[config.mk]
export PLATFORM = sky130hd
export DESIGN_NAME = bq_coef_regs
export DESIGN_NICKNAME = d
export VERILOG_FILES = /design/src/rtl/bq_pkg.sv /design/src/rtl/bq_coef_regs.sv
export SDC_FILE = /design/constraint.sdc
export NUM_CORES = 1
export LEC_CHECK = 0
export BUFFER_PORTS_ARGS = -buffer_cell sky130_fd_sc_hd__buf_4
export CAP_MARGIN = 5
export CORE_MARGIN = 10
export CORE_UTILIZATION = 43
export DETAILED_ROUTE_END_ITERATION = 12
export PLACE_DENSITY = 0.71
export SETUP_SLACK_MARGIN = 0.4
export SLEW_MARGIN = 20
export SYNTH_ARGS = -nofsm -noshare
export SYNTH_HDL_FRONTEND = slang
export SYNTH_SLANG_ARGS = --single-unit
[constraint.sdc]
create_clock -name clk -period 1.2 [get_ports clk]
set_input_delay 0.06 -clock clk [delete_from_list [all_inputs] [get_ports clk]]
set_output_delay 0.06 -clock clk [all_outputs]
set_load 0.02 [all_outputs]
[src/rtl/bq_pkg.sv]
// ----------------------------------------------------------------------------
// Biquad filter package
// Field widths, register indexes, coefficient bundle and saturating sum.
// ----------------------------------------------------------------------------
package bq_pkg;

  localparam int SAMPLE_W   = 32;
  localparam int CFG_DATA_W = 32;
  localparam int LIMIT_W    = 31;
  localparam int CFG_IDX_W  = 3;
  localparam int CMP_W      = SAMPLE_W + 1;

  localparam logic [SAMPLE_W-1:0] COEF_A0_RESET = 32'd32768;

  typedef enum logic [CFG_IDX_W-1:0] {
    CFG_A0    = 3'd0,
    CFG_A1    = 3'd1,
    CFG_A2    = 3'd2,
    CFG_B1    = 3'd3,
    CFG_B2    = 3'd4,
    CFG_LIMIT = 3'd5
  } cfg_idx_t;

  typedef struct packed {
    logic [SAMPLE_W-1:0] a0;
    logic [SAMPLE_W-1:0] a1;
    logic [SAMPLE_W-1:0] a2;
    logic [SAMPLE_W-1:0] b1;
    logic [SAMPLE_W-1:0] b2;
    logic [LIMIT_W-1:0]  limit;
  } coef_t;

  // Add or subtract, then clamp to the signed range of dw bits (dw <= SAMPLE_W).
  function automatic logic signed [SAMPLE_W-1:0] sat_sum(
    input logic signed [SAMPLE_W-1:0] a,
    input logic signed [SAMPLE_W-1:0] b,
    input logic                       sub,
    input int unsigned                dw
  );
    logic signed [SAMPLE_W+1:0] s;
    logic signed [SAMPLE_W+1:0] hi;
    logic signed [SAMPLE_W+1:0] lo;
    s  = sub ? ((SAMPLE_W+2)'(a) - (SAMPLE_W+2)'(b)) : ((SAMPLE_W+2)'(a) + (SAMPLE_W+2)'(b));
    hi = ((SAMPLE_W+2)'(1) <<< (dw - 1)) - (SAMPLE_W+2)'(1);
    lo = -hi - (SAMPLE_W+2)'(1);
    if (s > hi) begin
      sat_sum = hi[SAMPLE_W-1:0];
    end else if (s < lo) begin
      sat_sum = lo[SAMPLE_W-1:0];
    end else begin
      sat_sum = s[SAMPLE_W-1:0];
    end
  endfunction

endpackage

[src/rtl/bq_coef_regs.sv]
// ----------------------------------------------------------------------------
// Biquad coefficient registers
// Write-only register file for gains and the underflow limit.
// ----------------------------------------------------------------------------
module bq_coef_regs import bq_pkg::*; (
  input  logic                  clk,
  input  logic                  rst,
  input  logic                  cfg_wr_en,
  input  logic [CFG_IDX_W-1:0]  cfg_index,
  input  logic [CFG_DATA_W-1:0] cfg_data,
  output coef_t                 coef
);

  always_ff @(posedge clk) begin
    if (rst) begin
      coef.a0    <= COEF_A0_RESET;
      coef.a1    <= '0;
      coef.a2    <= '0;
      coef.b1    <= '0;
      coef.b2    <= '0;
      coef.limit <= '0;
    end else if (cfg_wr_en) begin
      case (cfg_idx_t'(cfg_index))
        CFG_A0:    coef.a0    <= cfg_data[SAMPLE_W-1:0];
        CFG_A1:    coef.a1    <= cfg_data[SAMPLE_W-1:0];
        CFG_A2:    coef.a2    <= cfg_data[SAMPLE_W-1:0];
        CFG_B1:    coef.b1    <= cfg_data[SAMPLE_W-1:0];
        CFG_B2:    coef.b2    <= cfg_data[SAMPLE_W-1:0];
        CFG_LIMIT: coef.limit <= cfg_data[LIMIT_W-1:0];
        default: begin
          // unknown index: drop the write
        end
      endcase
    end
  end

endmodule

# After elaboration in Yosys (flattened, before gate mapping)
# Index checks and enable logic that the tools add are counted.
# Widths: inputs -> output; s select.
# totals
output_inout_bits	191
elab_cells	18
reg_bits	191
# op_classes
n_reduce_logical	7
n_eq_ne	5
# ops
operator	n
$reduce_and 2->1	6
$eq 3x2->1 const B	2
$eq 3x3->1 const B	2
$eq 3x1->1 const B	1
$logic_not 3->1	1

# Logic depth before layout (Yosys ltp)
# logic_depth
depth_word	2
ltp_mapped	5
ltp_nobuf	2

# Least setup slack after synthesis
# No wires, ideal clock.
# synth_path
kind	in2reg
from	in cfg_index[0]
to	reg coef[180] (netlist bit)
required_ns	1.076
path_slack_ns	0.002
t_arrival_ns	1.074
path_buffers	3
cell_stages	5
cell_sequence	buf_2 > or4b_1 > buf_2 > buf_6 > mux2i_1
# synth_via
elab_chain_cells	2
# synth_rtl
item	line_no	text
start: declaration	bq_coef_regs.sv:9	input logic [CFG_IDX_W-1:0] cfg_index,
$logic_not 3->1	bq_coef_regs.sv:23	case (cfg_idx_t'(cfg_index))
$reduce_and 2->1 (no source line)	--	
end: declaration	bq_coef_regs.sv:11	output coef_t coef
# Every way passes these cells.
# A chain may end at the register's enable or synchronous reset.

# Worst setup path after layout
# layout_path
from	reg coef[187] (netlist bit)
to	out coef[187] (netlist bit)
# No word-level cell between the ends.

==> run summary <==
LEAKAGE: 5.945 nW
Top reg by flops: coef
first-pass GRT wire length: 34200 um
synthesized net count: 701
Buf/Inv on CP: 1
register area share after synthesis: 51.47%
H-tree levels: 4
WP data required: 1.14 ns
mean post-synth cell area: 11.21 um2
top post-synthesis cells by count: 222 x nand2b_1, 191 x dfxtp_1, 191 x mux2i_1
Ant. Diodes: 0
starting density of the core: 43.41%
total CTS buffers: 17
post-synth cell types: 12
WP data arrival: 0.91 ns
nets@finish: 1022
Boundary Pins: 229
Most used DFF post-synth: dfxtp_1
top cells by area, synth: dfxtp_1 51%, mux2i_1 26%, nand2b_1 19%
clk slew on worst S/H paths: 0.07 ns
Mapped Cells: 663
NetSw: 3.409 mW
slowest stage delay, CP: 0.37 ns
All-Layer GR Usage: 19.01%
CP delay by family, top: flip-flops
fmax: 1026 MHz
1st-iter DRT viols: 148
outcome: completed
Clock Skews: 0 ns
Synth top area share: 51.47%
maximum number of pins on one net before global-route repair: 86
CTS tree: done
total chip power: 13.54 mW
input/output buffers: 228
worst-margin pin slew: 0.3506 ns
CP Class: reg2out
worst vdd ir: 0.9173 mV
biggest regs: coef: 191 flops
First-pass DRT Iterations: 4
Die X: 151.4 um
Rows: 48
CP Max Fanout: 2
HPWL Detailed: 15270 um
clock sinks: 191
CTS Buffer Depth: 2
Post-Syn Area: 7430 um2
Vias: 5867
Rel. slew slack: 76.56%
Worst-Skew Late Latency: 0.42 ns
antenna violations before repair: 0
max FFs per register: 191
ys async rst share: 0%
DP Worst Slack: -0.04716 ns
Max-Cap Viols: 0
RSZ-0062 raised after global routing: yes
root buffer cell: clkbuf_16
GRT overflow: 0
share of cells above drive strength 1: 57.97%
DR vias/cell: 4.801
CP cell instances: buf_6
HP Class: in2reg
P&R area growth vs syn: 60.69%
Comb power frac: 10.7%
Clock Power Share: 40.4%
Avg WL per Cell: 19.11 um
clock period minus worst slack: 0.9750 ns
Die Y: 151.4 um
Yosys reg bits: 191
crit path launch type: register
GP Congestion: 0.8007
cell taking the most area after synthesis: dfxtp_1
Pins Over Slew Limit: 0
switching share of power: 25.18%
Die ar.: 22940 um2
EDFF count, synth: 0
core area: 17120 um2
Routed WL: 23360 um
Setup-failing EPs final: 0
worst setup margin: 0.2250 ns
CP Capture Type: output port
Final period util: 81.25%
post-detailed-route count of antenna-violating nets: 0
drt drc: 0
Hold Violations, Final: 0
Ys Warns: 0
Seq pwr share: 48.9%
top-count cell post-synth: nand2b_1
Util after Layout: 69.75%
vias in the first global route: 6197
Power Density: 1134 nW/um2
CP max-delay cell: dfxtp_2
cell internal pwr: 10.13 mW
kinds of logic after synthesis:
| kind of cell | synth area share, % |
|---|---|
| AND/OR/NAND/NOR | 19.87 |
| multiplexers | 25.73 |
| flip-flops | 51.47 |
| buffers and inverters | 2.930 |
per-stage QoR:
| stage | TNS (ns) | hold WS, ns | instances | cell area (um2) |
|---|---|---|---|---|
| after CTS | 0 | 0.003465 | 1172 | 11540 |
| after global placement | 0 | 0.3418 | 1091 | 9617 |
| final | 0 | 0.03534 | 1222 | 11940 |
| after global routing | 0 | 0.05333 | 1222 | 11940 |
| after floorplan | 0 | 0.2272 | 663 | 7675 |
| after detailed placement | -0.3438 | 0.3589 | 1091 | 9617 |
worst paths after layout:
path                            slack [ns]  cells past startpoint        start         to
worst max-delay path                  0.23                      1    coef[187]  coef[187]
worst min-delay path                  0.04                      3  cfg_data[4]   coef[99]
worst max register to register        0.34                      4     coef[17]   coef[17]
worst min register to register        0.48                      2    coef[170]  coef[170]
cell usage in the layout (no fill, tap or decap), types with 2 or more instances in the layout:
| cell type | n |
|---|---|
| buf_12 | 9 |
| buf_4 | 138 |
| buf_6 | 194 |
| clkbuf_16 | 18 |
| clkbuf_8 | 2 |
| clkinv_4 | 2 |
| clkinvlp_4 | 2 |
| dfxtp_2 | 191 |
| dlygate4sd3_1 | 9 |
| inv_6 | 6 |
| inv_8 | 3 |
| mux2i_1 | 191 |
| nand2b_1 | 214 |
| nand2b_4 | 8 |
| nand4b_1 | 2 |
| nand4bb_4 | 2 |
| nor2_1 | 2 |
tightest hold or removal path: stages:
cell      delay [ns]
buf_4           0.08
nand2b_1        0.14
mux2i_1         0.15
power by group through the flow:
stage | Sequential [mW] | Combinational, mW | Clock, mW
after floorplan | 6.86 | 0.563 | 0
after global placement | 6.70 | 1.21 | 0
after detailed placement | 6.71 | 1.23 | 0
after CTS | 6.61 | 1.39 | 5.57
after global routing | 6.63 | 1.54 | 5.83
final | 6.62 | 1.45 | 5.47
layer usage:
layer | share of wire (%) | track usage (%)
met1 | 41 | 22.07
met2 | 49 | 31.71
met3 | 8.4 | 7.350
met4 | 1.8 | 5.775
met5 | 0 | 0
layout make-up:
cell class / instances / area (um2)
Multi-Input combinational cell: 423 / 3507
Sequential cell: 191 / 4063
Clock buffer: 19 / 452.9
Tap cell: 225 / 281.5
Clock inverter: 13 / 118.9
Timing Repair Buffer: 351 / 3516
Fill cell: 1183 / 5177
what timing repair did:
item | in CTS | in global routing
pin swaps | 0 | 1
gates resized for setup | 383 | 2
endpoints found under the hold margin | 49 | 0
hold buffers | 9 | 0
cloned | 0 | 1
buffers inserted | 40 | 49
setup endpoints to repair | 192 | 192
(Power assumes the default switching activity.)
