==> src/rtl/bq_pkg.sv <==
// ----------------------------------------------------------------------------
// Biquad filter package
// Field widths, register indexes, coefficient bundle and saturating sum.
// ----------------------------------------------------------------------------
package bq_pkg;

  localparam int SAMPLE_W   = 32;
  localparam int CFG_DATA_W = 32;
  localparam int LIMIT_W    = 31;
  localparam int CFG_IDX_W  = 3;
  localparam int CMP_W      = SAMPLE_W + 1;

  localparam logic [SAMPLE_W-1:0] COEF_A0_RESET = 32'd32768;

  typedef enum logic [CFG_IDX_W-1:0] {
    CFG_A0    = 3'd0,
    CFG_A1    = 3'd1,
    CFG_A2    = 3'd2,
    CFG_B1    = 3'd3,
    CFG_B2    = 3'd4,
    CFG_LIMIT = 3'd5
  } cfg_idx_t;

  typedef struct packed {
    logic [SAMPLE_W-1:0] a0;
    logic [SAMPLE_W-1:0] a1;
    logic [SAMPLE_W-1:0] a2;
    logic [SAMPLE_W-1:0] b1;
    logic [SAMPLE_W-1:0] b2;
    logic [LIMIT_W-1:0]  limit;
  } coef_t;

  // Add or subtract, then clamp to the signed range of dw bits (dw <= SAMPLE_W).
  function automatic logic signed [SAMPLE_W-1:0] sat_sum(
    input logic signed [SAMPLE_W-1:0] a,
    input logic signed [SAMPLE_W-1:0] b,
    input logic                       sub,
    input int unsigned                dw
  );
    logic signed [SAMPLE_W+1:0] s;
    logic signed [SAMPLE_W+1:0] hi;
    logic signed [SAMPLE_W+1:0] lo;
    s  = sub ? ((SAMPLE_W+2)'(a) - (SAMPLE_W+2)'(b)) : ((SAMPLE_W+2)'(a) + (SAMPLE_W+2)'(b));
    hi = ((SAMPLE_W+2)'(1) <<< (dw - 1)) - (SAMPLE_W+2)'(1);
    lo = -hi - (SAMPLE_W+2)'(1);
    if (s > hi) begin
      sat_sum = hi[SAMPLE_W-1:0];
    end else if (s < lo) begin
      sat_sum = lo[SAMPLE_W-1:0];
    end else begin
      sat_sum = s[SAMPLE_W-1:0];
    end
  endfunction

endpackage

==> src/rtl/bq_mulq.sv <==
// ----------------------------------------------------------------------------
// Biquad fixed-point multiplier
// Full signed product, floor shift by the fraction bits, wrap to data width.
// ----------------------------------------------------------------------------
module bq_mulq #(
  parameter int DW = 32,
  parameter int FB = 15
) (
  input  logic signed [DW-1:0] gain,
  input  logic signed [DW-1:0] value,
  output logic signed [DW-1:0] prod
);

  localparam int PW = 2 * DW;
  localparam int EW = PW + FB;

  logic signed [PW-1:0] full;
  logic signed [EW-1:0] ext;
  logic signed [EW-1:0] shifted;

  always_comb begin
    full    = gain * value;
    ext     = EW'(full);
    shifted = ext >>> FB;
    prod    = shifted[DW-1:0];
  end

endmodule

==> src/rtl/bq_feedback.sv <==
// ----------------------------------------------------------------------------
// Biquad feedback stage
// Subtract the two feedback taps, flush underflow, hold the result word.
// ----------------------------------------------------------------------------
module bq_feedback import bq_pkg::*; #(
  parameter int DW = 32,
  parameter int FB = 15
) (
  input  logic                 clk,
  input  logic                 rst,
  input  logic                 ff_valid,
  input  logic signed [DW-1:0] ff_sum,
  input  logic signed [DW-1:0] b1,
  input  logic signed [DW-1:0] b2,
  input  logic [LIMIT_W-1:0]   limit,
  input  logic                 out_ready,
  output logic                 take,
  output logic                 out_valid,
  output logic signed [DW-1:0] y
);

  // y1 doubles as the output word register
  logic signed [DW-1:0] y1;
  logic signed [DW-1:0] y2;
  logic signed [DW-1:0] p1;
  logic signed [DW-1:0] p2;
  logic signed [SAMPLE_W-1:0] s1;
  logic signed [SAMPLE_W-1:0] s2;
  logic signed [DW-1:0] pre;
  logic signed [DW:0]   pre_ext;
  logic [DW:0]          mag;
  logic                 tiny;
  logic signed [DW-1:0] y_next;

  bq_mulq #(.DW(DW), .FB(FB)) u_mul1 (.gain(b1), .value(y1), .prod(p1));
  bq_mulq #(.DW(DW), .FB(FB)) u_mul2 (.gain(b2), .value(y2), .prod(p2));

  always_comb begin
    s1      = sat_sum(SAMPLE_W'(ff_sum), SAMPLE_W'(p1), 1'b1, DW);
    s2      = sat_sum(s1, SAMPLE_W'(p2), 1'b1, DW);
    pre     = s2[DW-1:0];
    pre_ext = (DW+1)'(pre);
    mag     = pre[DW-1] ? unsigned'(-pre_ext) : unsigned'(pre_ext);
    tiny    = (pre != '0) && (CMP_W'(mag) < CMP_W'(limit));
    y_next  = tiny ? '0 : pre;
  end

  assign take = ff_valid && (!out_valid || out_ready);
  assign y    = y1;

  always_ff @(posedge clk) begin
    if (rst) begin
      y1        <= '0;
      y2        <= '0;
      out_valid <= 1'b0;
    end else begin
      if (take) begin
        y1        <= y_next;
        y2        <= y1;
        out_valid <= 1'b1;
      end else if (out_ready) begin
        out_valid <= 1'b0;
      end
    end
  end

endmodule

==> config.mk <==
export PLATFORM = sky130hd
export DESIGN_NAME = bq_feedback
export DESIGN_NICKNAME = d
export VERILOG_FILES = /design/src/rtl/bq_pkg.sv /design/src/rtl/bq_mulq.sv /design/src/rtl/bq_feedback.sv
export SDC_FILE = /design/constraint.sdc
export NUM_CORES = 2
export LEC_CHECK = 0
export ABC_CLOCK_PERIOD_IN_PS = 16800
export BUFFER_PORTS_ARGS = -buffer_cell sky130_fd_sc_hd__buf_2
export CORE_ASPECT_RATIO = 0.5
export CORE_MARGIN = 3
export CORE_UTILIZATION = 61
export DETAILED_ROUTE_END_ITERATION = 6
export GPL_TIMING_DRIVEN = 0
export PLACE_DENSITY = 0.81
export SYNTH_ARGS = -nofsm -noshare
export SYNTH_HDL_FRONTEND = slang
export SYNTH_HIERARCHICAL = 1
export SYNTH_SLANG_ARGS = --single-unit
==> constraint.sdc <==
create_clock -name clk -period 16.8 [get_ports clk]
set_input_delay 0.84 -clock clk [delete_from_list [all_inputs] [get_ports clk]]
set_output_delay 0.84 -clock clk [all_outputs]
set_load 0.02 [all_outputs]
## Word-level counts from Yosys, hierarchy flattened

Index checks and enable logic that the tools add are counted.

- Add/subtract/negate cells: 3
- Multiplexer cells: 8
- Order comparisons: 5
- $mul: 2
- Reductions and logical operators: 6

Operator list:

| kind | number |
|---|---|
| 32-bit two-way mux | 5 |
| 32-bit by 32-bit multiplier with 47-bit output | 2 |
| 33-bit by 32-bit greater-than comparator with 1-bit output, second input constant | 2 |
| 33-bit by 32-bit less-than comparator with 1-bit output, second input constant | 2 |
| 32-bit by 32-bit subtractor with 33-bit output | 2 |
| 33-bit by 31-bit less-than comparator with 1-bit output | 1 |
| 33-bit two-way mux | 1 |
| 32-bit negation with 33-bit output | 1 |
| 32-bit nonzero test | 1 |
| 1-bit logical AND | 2 |
| 1-bit two-way mux | 2 |
| 2-bit nonzero test | 1 |
| 1-bit zero test | 1 |
| 1-bit logical OR | 1 |

- Logic and storage cells: 27
- Input port bits: 131
- Bits in registers: 65
- Output and inout bits: 34

## Depth between registers and ports, before layout

- Depth in word-level cells: 14
- Mapped depth: 75
- Depth with buffers taken out: 71

## Hierarchy

Netlist, hierarchy kept.

Modules (own cells, without submodules):

| module | sequential area each (µm²) | instances | cells each | area each (µm²) |
|---|---|---|---|---|
| bq_mulq (u_mul2) | 0.0 | 1 | 3,060 | 28,019.4 |
| bq_mulq (u_mul1) | 0.0 | 1 | 3,053 | 27,921.8 |
| bq_feedback | 1,301.2 | 1 | 1,274 | 8,974.9 |

## Worst setup path before layout

Ideal clock, no wire load.

- Path kind: input to register
- Start point: input b1[9]
- End point: register y1[29], in the netlist y[29]
- Buffers on the path: 6
- Cell stages on the path: 70
- Slack: 1.084 ns
- Data arrival time: 15.599 ns
- Data required time: 16.683 ns
- Library setup time: 0.117 ns
- Cells stage by stage: clkbuf_1 > nand2_1 > fa_1 > fa_1 > inv_1 > fa_1 > inv_1 > fa_1 > inv_1 > ha_1 > ha_1 > inv_1 > fa_1 > inv_1 > fa_1 > ha_1 > a211oi_2 > nand3_1 > (+34 left out) > o2111a_1 > or4b_1 > o21ai_0 > xnor2_1 > ha_1 > a21o_1 > a21o_1 > a21o_1 > a21oi_1 > nor2b_1 > o21ai_0 > o2111ai_1 > a21oi_1 > o211ai_1 > a31oi_1 > a211oi_4 > buf_6 > a22o_1

- Longest elaborated chain between the ends: 14
- Elaborated cells on any way between the ends: 17
- Those cells by class: add/sub (3); mul (1); order compare (5); mux (6); reduce/logical (2)

RTL lines:

| item | RTL line | RTL |
|---|---|---|
| start, declared | bq_feedback.sv:13 | `input logic signed [DW-1:0] b1,` |
| 32-bit by 32-bit multiplier with 47-bit output (*) | bq_mulq.sv:22 | `full = gain * value;` |
| named net p1[8] | bq_feedback.sv:25 | `logic signed [DW-1:0] p1;` |
| 32-bit by 32-bit subtractor with 33-bit output (*) | bq_pkg.sv:43 | `s = sub ? ((SAMPLE_W+2)'(a) - (SAMPLE_W+2)'(b)) : ((SAMPLE_W+2)'(a) + (SAMPLE_W+2)'(b));` |
| 33-bit by 32-bit less-than comparator with 1-bit output | bq_pkg.sv:48 | `end else if (s < lo) begin` |
| 32-bit two-way mux | bq_pkg.sv:48 |  |
| 32-bit two-way mux (*) | bq_pkg.sv:46 | `if (s > hi) begin` |
| 32-bit by 32-bit subtractor with 33-bit output (*) | bq_pkg.sv:43 |  |
| 33-bit by 32-bit less-than comparator with 1-bit output | bq_pkg.sv:48 |  |
| 32-bit two-way mux | bq_pkg.sv:48 |  |
| 32-bit two-way mux (*) | bq_pkg.sv:46 |  |
| 32-bit negation with 33-bit output | bq_feedback.sv:43 | `mag = pre[DW-1] ? unsigned'(-pre_ext) : unsigned'(pre_ext);` |
| 33-bit two-way mux | bq_feedback.sv:43 |  |
| 33-bit by 31-bit less-than comparator with 1-bit output | bq_feedback.sv:44 | `tiny = (pre != '0) && (CMP_W'(mag) < CMP_W'(limit));` |
| 1-bit logical AND | bq_feedback.sv:44 |  |
| 32-bit two-way mux (*) | bq_feedback.sv:45 | `y_next = tiny ? '0 : pre;` |
| end signal, assigned | bq_feedback.sv:58 | `y1 <= y_next;` |
| end, declared | bq_feedback.sv:23 | `logic signed [DW-1:0] y1;` |

The timed path passes the listed nets; every way through them passes the cells marked *.
A chain may end at the register's enable or synchronous reset.

## Final worst setup path

- Start point: register y1[29], in the netlist y[29]
- End point: register y1[26], in the netlist y[26]

- Longest elaborated chain between the ends: 14
- Elaborated cells on any way between the ends: 17
- Those cells by class: add/sub (3); mul (1); order compare (5); mux (6); reduce/logical (2)

RTL lines:

| item | RTL line |
|---|---|
| 32-bit by 32-bit multiplier with 47-bit output (*) | bq_mulq.sv:22 |
| named net p1[19] | bq_feedback.sv:25 |
| 32-bit by 32-bit subtractor with 33-bit output (*) | bq_pkg.sv:43 |
| 33-bit by 32-bit less-than comparator with 1-bit output | bq_pkg.sv:48 |
| 32-bit two-way mux | bq_pkg.sv:48 |
| 32-bit two-way mux (*) | bq_pkg.sv:46 |
| 32-bit by 32-bit subtractor with 33-bit output (*) | bq_pkg.sv:43 |
| 33-bit by 32-bit less-than comparator with 1-bit output | bq_pkg.sv:48 |
| 32-bit two-way mux | bq_pkg.sv:48 |
| 32-bit two-way mux (*) | bq_pkg.sv:46 |
| 32-bit negation with 33-bit output | bq_feedback.sv:43 |
| 33-bit two-way mux | bq_feedback.sv:43 |
| 33-bit by 31-bit less-than comparator with 1-bit output | bq_feedback.sv:44 |
| 1-bit logical AND | bq_feedback.sv:44 |
| 32-bit two-way mux (*) | bq_feedback.sv:45 |

Marks and branches as above.

==> results.txt <==
Outcome = finished with violations
Violated checks = design-rule violations
Vias in the first global route = 55398
Worst Hold End = y2[19]$_SDFFE_PP0P_
Total CTS buffers = 9
Post-synth net total = 9571
CP startpoint = y[29]$_SDFFE_PP0P_
Synth Flop Type = dfxtp_1
DP Cell Count = 8946
Hold Path Stages = 2
Clock Pin Slew Worst Setup and Hold Paths = 0.06 ns
WL per Instance = 25.98 µm
Non-Filler Instances = 8996
Initial antenna violation count = 21
Worst r2r path cells = 63
First-pass GRT wire length = 347000 µm
Hold Path Origin = y2[19]$_SDFFE_PP0P_
Root buffer cell = clkbuf_16
Final hold viol count = 0
Count of pins over their slew limit = 0
Fin worst setup slack = 0.3331 ns
Synth Register Bits = 65
Post-DP HPWL = 201300 µm
GPL Wtd Cong = 1.082
Max_cap viols = 0
Pin count of the biggest net entering global routing = 13
Layout cell share with drive strength beyond 1 = 7.412%
Post-synthesis cell area = 64920 µm²
H-tree Lvls = 3
CTS tree = done
R2r setup slk = 0.33 ns
Die Wd = 467.3 µm
Worst r2r dst = y[26]$_SDFFE_PP0P_
Worst reg2reg path startpoint = y[29]$_SDFFE_PP0P_
Arrival time at the worst endpoint = 16.69 ns
Most frequent CP cell = fa_1
Final cycle utilization of the critical path = 98.02%
Core area = 104100 µm²
Vias per inst = 5.945
Number of routed nets with antenna violations = 0
WHS = 0.4747 ns
Final min period = 16.47 ns
Yosys cell types = 102
Post-synth top area share = 50.39%
Endpoints failing setup = 0
Routed WL = 233700 µm
Cell Area, Placed = 67460 µm²
Critical Path Sink Type = flop
I/O pin cnt = 165
Drt pass-1 iters = 7
Post-synthesis sequential area ratio = 2.005%
Die Area = 110600 µm²
Clock buffer depth = 2
Initial DRC Count = 5558
EDFF count, synth = 0
Clock sink total = 65
Rows = 83
Starting Density = 62.38%
Async S/R FF share, synth = 0%
Relative slew slack = 17.08%
Top cell type by total area after synthesis = fa_1
Final Cell Area = 69240 µm²
Layout area overhead = 6.654%
Largest cells by area after synthesis = fa_1, inv_1, ha_1
Worst path slowest cell = dfxtp_1
Worst-skew pair later-pin latency = 0.33 ns
F_max = 0.06073 GHz
IO Port Bufs = 157
Worst hold path type = reg2reg
Critical Path RT = 17.03 ns
Pre-CTS setup slack = -4.404 ns
Worst slew pin tran = 1.235 ns
Nets = 9761
Critical path's largest stage delay = 1.05 ns
Crit-path max FO = 12
Die H = 236.7 µm
Ys Warns = 6
Startpoint Class = flop
DR DRC count = 1
Synthesized area per cell = 8.788 µm²
Post-Syn Instances = 7387
Worst Clk Skew = 0.008218 ns
Global route overflow = 0
GRT Overall Usage = 42.85%
Vias = 53483
Kind of critical path = reg2reg
-- critical path, delay by kind of cell (launching register included) --
kind	cells	cell delay, ns
and+or+nand+nor	14	2.45
adders and majority gates	14	6.18
buffers and inverters	10	1.63
AOI/OAI and AO/OA	24	4.89
xor gates and xnor gates	1	0.16
DFF	1	1.05
-- cell usage after synthesis (14+ instances only) --
cell / instances
nor2b_1: 32
nand2b_1: 29
xnor2_1: 162
dfxtp_1: 65
nand4_1: 27
a211oi_1: 21
maj3_1: 34
and3_1: 14
nand3_1: 35
xor2_1: 57
a22o_1: 26
clkbuf_1: 377
fa_1: 1634
nor3_1: 29
a21o_1: 70
nor2_1: 106
o21a_1: 18
nand2_1: 1151
o21ai_0: 95
a31oi_1: 25
a21oi_1: 194
inv_1: 1699
and2_1: 822
ha_1: 419
o21bai_1: 14
-- sequential cells by signal, indices dropped and copies added (netlist names) --
signal and flops:
out_valid 1, y 32, y2 32
-- stage by stage --
step	util (%)	TNS, ns
after floorplan	-	0
after global placement	64.83	-144.69
after detailed placement	64.83	-138.82
after CTS	65.73	0
after global routing	66.52	-0.3814
final	66.54	0
-- routing by layer --
layer  track usage (%)  up-vias  share of wire [%]
li1                  -    22148                  -
met1             54.48    26987                 36
met2             64.82     3421                 44
met3             12.51      923                 12
met4             26.69        4                8.1
met5                 0        -              0.012
-- placed cells by master, fill, tap and decap left out, drive strengths merged, types with 10 or more instances in the layout --
cell / instances
inv: 1699
fa: 1634
nand2: 1151
and2: 823
ha: 419
clkbuf: 342
buf: 243
a21oi: 198
xnor2: 163
nor2: 107
o21ai: 107
a21o: 70
dfxtp: 65
xor2: 57
nand3: 35
maj3: 34
nor3: 33
nor2b: 32
nand2b: 29
nand4: 27
a31oi: 27
a22o: 26
a211oi: 26
o21a: 18
and3: 15
o21bai: 14
o211ai: 14
o31ai: 14
diode: 12
nor4: 11
a41oi: 10
or3: 10
-- layout make-up --
type                            instances  area [µm²]
Buffer                                382        1926
Inverter                             1699        6381
Fill cell                            8652       34820
Antenna cell                           12       30.03
Clock buffer                           11       252.7
Timing Repair Buffer                  192        1071
Multi-Input combinational cell       5228       56370
Tap cell                             1402        1754
Clock inverter                          5       86.33
Sequential cell                        65        1364
-- kinds of logic (layout without fill, tap and decap cells) --
kind of cell,after synthesis,count (layout),share of synthesized area (%)
AO/OA/AOI/OAI,612,612,6.351
XOR/XNOR,220,220,2.980
adder cells (fa/ha/maj),2087,2087,58.99
buffers and inverters,2094,2289,12.15
flip-flops,65,65,2.005
multiplexers,12,12,0.2159
other,0,12,0
AND/OR/NAND/NOR,2297,2297,17.31
-- worst max-delay path by stage --
| stage | cells after the start | slack [ns] | endpoint |
|---|---|---|---|
| floorplan | 70 | 1.08 | y[29]$_SDFFE_PP0P_ |
| global placement | 65 | -4.58 | y[29]$_SDFFE_PP0P_ |
| detailed placement | 66 | -4.40 | y[26]$_SDFFE_PP0P_ |
| CTS | 65 | 0.003 | y[26]$_SDFFE_PP0P_ |
| global route | 68 | -0.04 | y[30]$_SDFFE_PP0P_ |
| finish | 63 | 0.33 | y[26]$_SDFFE_PP0P_ |
-- timing repair --
item	4_1_cts	5_1_grt
hold buffers	0	0
resized for setup	255	287
gates cloned	0	0
endpoints found under the hold margin	0	0
pin swaps	12	33
endpoints found under the setup margin	32	32
setup buffers	9	26
Power is not shown: default switching activity piles up to over one toggle a cycle in this logic, so the estimate is an artifact.
